`config.mk`:
```
export PLATFORM = sky130hd
export DESIGN_NAME = dmv_cmd_fifo
export DESIGN_NICKNAME = d
export VERILOG_FILES = /design/src/rtl/core/dmv_pkg.sv /design/src/rtl/core/dmv_cmd_fifo.sv
export SDC_FILE = /design/constraint.sdc
export NUM_CORES = 1
export LEC_CHECK = 0
export ABC_CLOCK_PERIOD_IN_PS = 1550
export BUFFER_PORTS_ARGS = -buffer_cell sky130_fd_sc_hd__buf_2
export CAP_MARGIN = 20
export CORE_MARGIN = 2
export CORE_UTILIZATION = 45
export DETAILED_ROUTE_END_ITERATION = 6
export PLACE_DENSITY = 0.7
export SLEW_MARGIN = 20
export SYNTH_ARGS = -nofsm -noshare
export SYNTH_HDL_FRONTEND = slang
export SYNTH_SLANG_ARGS = --single-unit
```
`constraint.sdc`:
```
create_clock -name clk_i -period 1.55 [get_ports clk_i]
set_clock_uncertainty 0.05 [all_clocks]
set_input_delay 0.31 -clock clk_i [delete_from_list [all_inputs] [get_ports clk_i]]
set_output_delay 0.31 -clock clk_i [all_outputs]
set_load 0.05 [all_outputs]
```
`src/rtl/core/dmv_pkg.sv`:
```
// ----------------------------------------------------------------------------
// dmv_pkg
// Shared types and constants of the dense matrix-vector multiply block.
// ----------------------------------------------------------------------------
package dmv_pkg;

  // Default sizes of the stores and the element width
  localparam int DMV_MAX_COLS  = 64;
  localparam int DMV_MAX_ROWS  = 64;
  localparam int DMV_ELEM_BITS = 16;

  // Fixed field widths on the ports
  localparam int KIND_BITS  = 2;
  localparam int POS_BITS   = 6;
  localparam int VALUE_BITS = 16;
  localparam int SUM_BITS   = 38;
  localparam int CFG_BITS   = 7;
  localparam int CFG_IDX_BITS = 1;

  // Configuration register indexes and reset value
  localparam logic [CFG_IDX_BITS-1:0] REG_COLS_IN_USE = 1'd0;
  localparam logic [CFG_IDX_BITS-1:0] REG_ROWS_IN_USE = 1'd1;
  localparam logic [CFG_BITS-1:0]     CFG_RESET_VAL   = 7'd64;

  // Depth of the command queue between front and back
  localparam int CMD_FIFO_DEPTH = 2;

  typedef enum logic [KIND_BITS-1:0] {
    OP_MAT_WR  = 2'd0,
    OP_VEC_WR  = 2'd1,
    OP_COMPUTE = 2'd2
  } op_e;

  typedef struct packed {
    op_e                 op;
    logic [POS_BITS-1:0] row;
    logic [POS_BITS-1:0] col;
  } cmd_t;

  typedef struct packed {
    logic [CFG_BITS-1:0] cols;
    logic [CFG_BITS-1:0] rows;
  } cfg_t;

endpackage

```
`src/rtl/core/dmv_cmd_fifo.sv`:
```
// ----------------------------------------------------------------------------
// dmv_cmd_fifo
// Short command queue that decouples the front from the back.
// ----------------------------------------------------------------------------
module dmv_cmd_fifo
  import dmv_pkg::*;
#(
  parameter int WIDTH = 8,
  parameter int DEPTH = CMD_FIFO_DEPTH
) (
  input  logic             clk_i,
  input  logic             rst_ni,
  input  logic             push_i,
  input  logic [WIDTH-1:0] wr_data_i,
  input  logic             pop_i,
  output logic [WIDTH-1:0] rd_data_o,
  output logic             valid_o,
  output logic             full_o
);

  localparam int PTR_BITS = (DEPTH > 1) ? $clog2(DEPTH) : 1;
  localparam int CNT_BITS = $clog2(DEPTH + 1);

  logic [WIDTH-1:0]    mem_q [DEPTH];
  logic [PTR_BITS-1:0] wr_ptr_q, wr_ptr_d;
  logic [PTR_BITS-1:0] rd_ptr_q, rd_ptr_d;
  logic [CNT_BITS-1:0] count_q, count_d;
  logic                do_push;
  logic                do_pop;

  assign full_o    = count_q == CNT_BITS'(DEPTH);
  assign valid_o   = count_q != '0;
  assign rd_data_o = mem_q[rd_ptr_q];
  assign do_push   = push_i && !full_o;
  assign do_pop    = pop_i && valid_o;

  always_comb begin
    wr_ptr_d = wr_ptr_q;
    rd_ptr_d = rd_ptr_q;
    count_d  = count_q;
    if (do_push) begin
      wr_ptr_d = (wr_ptr_q == PTR_BITS'(DEPTH - 1)) ? '0 : wr_ptr_q + 1'b1;
    end
    if (do_pop) begin
      rd_ptr_d = (rd_ptr_q == PTR_BITS'(DEPTH - 1)) ? '0 : rd_ptr_q + 1'b1;
    end
    if (do_push && !do_pop) begin
      count_d = count_q + 1'b1;
    end else if (do_pop && !do_push) begin
      count_d = count_q - 1'b1;
    end
  end

  always_ff @(posedge clk_i or negedge rst_ni) begin
    if (!rst_ni) begin
      wr_ptr_q <= '0;
      rd_ptr_q <= '0;
      count_q  <= '0;
    end else begin
      wr_ptr_q <= wr_ptr_d;
      rd_ptr_q <= rd_ptr_d;
      count_q  <= count_d;
    end
  end

  always_ff @(posedge clk_i) begin
    if (do_push) begin
      mem_q[wr_ptr_q] <= wr_data_i;
    end
  end

endmodule

```
After elaboration in Yosys (flattened, before gate mapping). Memories as Yosys holds them, arrays and structs flattened. Cells that the tools add are included.

Word-level logic and storage cells: 24. Memories: 1. Bits in writable memories: 16. Output and inout bits: 10. Input port bits: 12. Bits in registers: 4.

Memory list: mem_q (depth 2, bits a word 8, read ports 1, clocked after memory_dff 0, write ports 1, line dmv_cmd_fifo.sv:24) `logic [WIDTH-1:0] mem_q [DEPTH];`.

Reduce and logical (&&, ||, !) cells: 9. Equality and inequality tests: 1. Muxes and demuxes: 6. Add/sub/neg operators: 4.

Operator list (count): 1-bit logical AND (4); 1-bit 2-to-1 mux (4); 2-bit 2-to-1 mux (2); 2-bit nonzero test (2); 1-bit zero test (3); 1-bit adder (second input constant) (2); 2-bit by 1-bit adder with 2-bit output (second input constant) (1); 2-bit equality test (second input constant) (1); 2-bit by 1-bit subtractor with 2-bit output (second input constant) (1).

Longest topological paths before layout.
Word-level depth: 7. Gate-level depth with buffers: 7. Depth with buffers taken out: 7.

Worst setup path after synthesis. No wires, ideal clock.

Path type: register to register. Start point: register count_q[1]. End point: register count_q[1]. Path buffers: 0. Clock period less this slack: 1.453 ns. Data required time: 1.375 ns. Library setup time: 0.125 ns. Slack: 0.097 ns. Arrival time: 1.278 ns. Cell stages (with the launch flop): 7. Path through: dfrtp_1 -> or2_4 -> nand2_4 -> ha_1 -> xor2_1 -> nor2_1 -> xor2_1.

Elaborated cells between the ends (all ways): 14. Those cells by class: add/sub (2); eq/ne (1); mux (2); reduce/logical (9).

RTL lines: start: declaration (line dmv_cmd_fifo.sv:27) `logic [CNT_BITS-1:0] count_q, count_d;`; start signal: assignment (line dmv_cmd_fifo.sv:62) `count_q <= count_d;`; 2-bit nonzero test * (line dmv_cmd_fifo.sv:32) `assign valid_o = count_q != '0;`; net valid_o (line dmv_cmd_fifo.sv:17) `output logic valid_o,`; 1-bit logical AND * (line dmv_cmd_fifo.sv:35) `assign do_pop = pop_i && valid_o;`; 1-bit zero test (line dmv_cmd_fifo.sv:47) `if (do_push && !do_pop) begin`; 1-bit logical AND (line dmv_cmd_fifo.sv:47); 2-bit 2-to-1 mux / 2-bit nonzero test (equally long branches).

Mark *: on every way through the listed nets, which the timed path passes. The rest lies on a longest branch. The select of a mux whose other input is x is not followed. A chain may end at the register's enable or synchronous reset.

Worst setup path after layout.
Start point: register rd_ptr_q. End point: output port rd_data_o[1].

Word-level cells in the longest chain between the ends: 1.

RTL lines: start: declaration (line dmv_cmd_fifo.sv:26) `logic [PTR_BITS-1:0] rd_ptr_q, rd_ptr_d;`; start signal: assignment (line dmv_cmd_fifo.sv:61) `rd_ptr_q <= rd_ptr_d;`; memory 2 x 8 bit; end: declaration (line dmv_cmd_fifo.sv:16) `output logic [WIDTH-1:0] rd_data_o,`.

No other way between the ends.

==> results.json <==
{
  "status": "finished, violations left",
  "violations": "negative setup slack",
  "fin_nets": 91,
  "gp_congestion": 0.671,
  "layout_min_cycle_time_ns": 1.68,
  "port_buffers": 21,
  "die_w_microns": 45.8,
  "dieArea_sq_um": 2100,
  "p_leak_nw": 0.508,
  "vias_per_cell": 4.81,
  "core-area_sq_um": 1690,
  "syn2layout_area_growth_pct": 45.4,
  "grt_max_degree": 13,
  "crit_arrival_ns": 1.32,
  "synth_largest_area_cell": "edfxtp_1",
  "cp.required_ns": 1.19,
  "grtUsageMet1_pct": 14.2,
  "maxCapViolations": 0,
  "yosys-top-cells-area": "edfxtp_1, dfrtp_1, mux2_1",
  "avgRoutedWirePerCell_microns": 12.7,
  "power_switching_mw": 0.994,
  "grt_pass1_vias": 424,
  "grt_pass1_wl_microns": 1780,
  "busiest_layer": "met2",
  "hold_violations": 0,
  "pwr-share-clk_pct": 15.7,
  "start_util_pct": 46.5,
  "clock-root-buffer": "clkbuf_4",
  "power_frac_comb_pct": 53.9,
  "die_y_microns": 45.8,
  "synth.cell_area_sq_um": 786,
  "reg2reg_depth": 6,
  "slowest_delay_ns": 0.43,
  "antenna_found_initial": 0,
  "grt-ovfl-total": 0,
  "switching_share_pct": 37.1,
  "relSlewSlack_pct": 73.6,
  "setup_ws_ns": -0.127,
  "cts.sinks": 20,
  "syn_inst": 44,
  "vdd_drop_max_v": 0.00109,
  "num_io_pins": 22,
  "clockBufferDepth": 2,
  "cts.reportedPaths.clkPinSlew_ns": 0.11,
  "drt_iter0_markers": 0,
  "met2_usage_pct": 20.3,
  "final_antenna_net_count": 0,
  "ys_types": 14,
  "critPathLaunchType": "register",
  "critical-path-top-delay-family": "flip-flops",
  "drive_gt1_share_pct": 59.7,
  "grt_usage_pct": 13.7,
  "power.density_nw_per_um2": 2340,
  "num_vias": 452,
  "cts_max_level": 1,
  "p_int_mw": 1.68,
  "cts-buffers-inserted": 3,
  "dr.pass1.iters": 1,
  "hold_path_depth": 1,
  "met3_usage_pct": 4.37,
  "hold_class": "in2reg",
  "synth_top_area_share_pct": 61.1,
  "critPathCaptureType": "output port",
  "path_max_fanout": 5,
  "drc_errors": 0,
  "cp_num_buf_inv": 2,
  "max_freq_ghz": 0.596,
  "ys_seq_elements": 20,
  "cpMostUsedCell": "buf_6",
  "fillerInstances": 115,
  "path_depth": 3,
  "worstSetupPathType": "reg2out",
  "cp_cell_sequence": "buf_6, mux2_4, buf_6",
  "syn_nets": 57,
  "avgSynthCellArea_sq_um": 17.9,
  "ff2ff_setup_slack_ns": 0.12,
  "wl_microns": 1190,
  "instances_no_fill": 94,
  "num_rows": 15,
  "setup_violations": 8,
  "power.total_mw": 2.68,
  "p_seq_share_pct": 30.4,
  "seq_area_frac_synth_pct": 73.9,
  "cts_tree": "yes",
  "grt_setup_unrepaired": "yes",
  "dp.cells": 83,
  "yosysWarningCount": 0,
  "clk_latency_ns": 0.30,
  "final.period_utilization_pct": 108,
  "critPathSlowestCell": "dfrtp_2",
  "report.final.slew_viol_count": 0,
  "tightest_slew_ns": 0.396,
  "num_antenna_cells": 0
}
flip-flops by register name, summed over array words and instances (netlist names):
register,flops
count_q,2
mem_q,16
rd_ptr_q,1
wr_ptr_q,1
layer usage:
layer | part of all wire, % | vias to the layer above | wire (microns)
met2 | 51 | 14 | 602
met5 | 0 | - | 0
met1 | 41 | 211 | 492
li1 | - | 223 | -
met4 | 3.9 | 0 | 47
met3 | 4.0 | 4 | 48
synth_stat cells:
master / number
and3_1: 1
buf_2: 1
dfrtp_1: 4
edfxtp_1: 16
ha_1: 1
inv_1: 2
mux2_1: 8
nand2_2: 1
nand2_4: 1
nand2b_1: 1
nor2_1: 2
or2_4: 1
xnor2_1: 3
xor2_1: 2
final timing paths:
| kind | start | endpoint |
|---|---|---|
| worst max-delay path | rd_ptr_q$_DFFE_PN0P_ | rd_data_o[1] |
| worst min-delay path | wr_data_i[3] | mem_q[0][3]$_DFFE_PP_ |
| worst max register to register | count_q[0]$_DFFE_PN0P_ | count_q[1]$_DFFE_PN0P_ |
| worst min register to register | wr_ptr_q$_DFFE_PN0N_ | wr_ptr_q$_DFFE_PN0N_ |
| max in group asynchronous | rst_ni | rd_ptr_q$_DFFE_PN0P_ |
| min in group asynchronous | rst_ni | wr_ptr_q$_DFFE_PN0N_ |
power by group through the flow:
stage	Clock (mW)	Sequential, mW	Combinational, mW
after global placement	0	0.866	0.937
after global routing	0.448	0.830	1.52
final	0.421	0.815	1.44
after CTS	0.424	0.818	1.36
after detailed placement	0	0.874	0.948
after floorplan	0	0.809	0.802
layout make-up:
class,instances,area [sq um],area share (%)
multi-input combinational,21,230,20.2
sequential,20,582,50.9
tap,17,21.3,1.86
clock buffer,3,22.5,1.97
inverter,2,7.51,0.657
clock inverter,1,30.0,2.63
timing repair buffer,30,249,21.8
worst register-to-register path, cell delays in order (launching register included):
cell     delay, ns
dfrtp_1       0.41
or2_4         0.26
nand2_4       0.08
ha_1          0.16
xor2_1        0.16
nor2_1        0.07
xor2_1        0.13
logic make-up after synthesis:
group / share of synthesized area, %
XOR/XNOR: 5.57
adder cells (fa/ha/maj): 1.59
buffers and inverters: 1.59
flip-flops: 73.9
multiplexers: 11.5
AND/OR/NAND/NOR: 5.89
cells in the final DEF, fill, tap and decap left out:
master,Yosys,routed
and3_1,1,1
buf_2,1,11
buf_4,0,6
buf_6,0,11
buf_8,0,1
bufinv_16,0,1
clkbuf_4,0,3
dfrtp_1,4,3
dfrtp_2,0,1
dlygate4sd3_1,0,1
edfxtp_1,16,16
ha_1,1,1
inv_1,2,2
mux2_4,0,8
nand2_2,1,1
nand2_4,1,1
nand2b_4,0,1
nor2_1,2,2
or2_4,1,1
xnor2_1,3,3
xor2_1,2,2
through the flow:
stage	cell area (sq um)	hold slack, ns	setup TNS, ns	utilization [%]	setup slack (ns)
floorplan	786	-0.0356	0	-	0.0966
global placement	922	0.0723	0	54.6	0.0476
detailed placement	922	0.0730	0	54.6	0.0290
CTS	1110	0.133	-1.06	65.6	-0.140
global route	1140	0.117	-1.27	67.6	-0.163
finish	1140	0.134	-0.955	67.6	-0.127
repair_timing:
| action | CTS | global route |
|---|---|---|
| hold endpoints to repair | 4 | 0 |
| hold buffers | 1 | 0 |
| buffers inserted | 4 | 2 |
| setup endpoints to repair | 10 | 11 |
| resized for setup | 31 | 4 |
(Power assumes the default switching activity.)
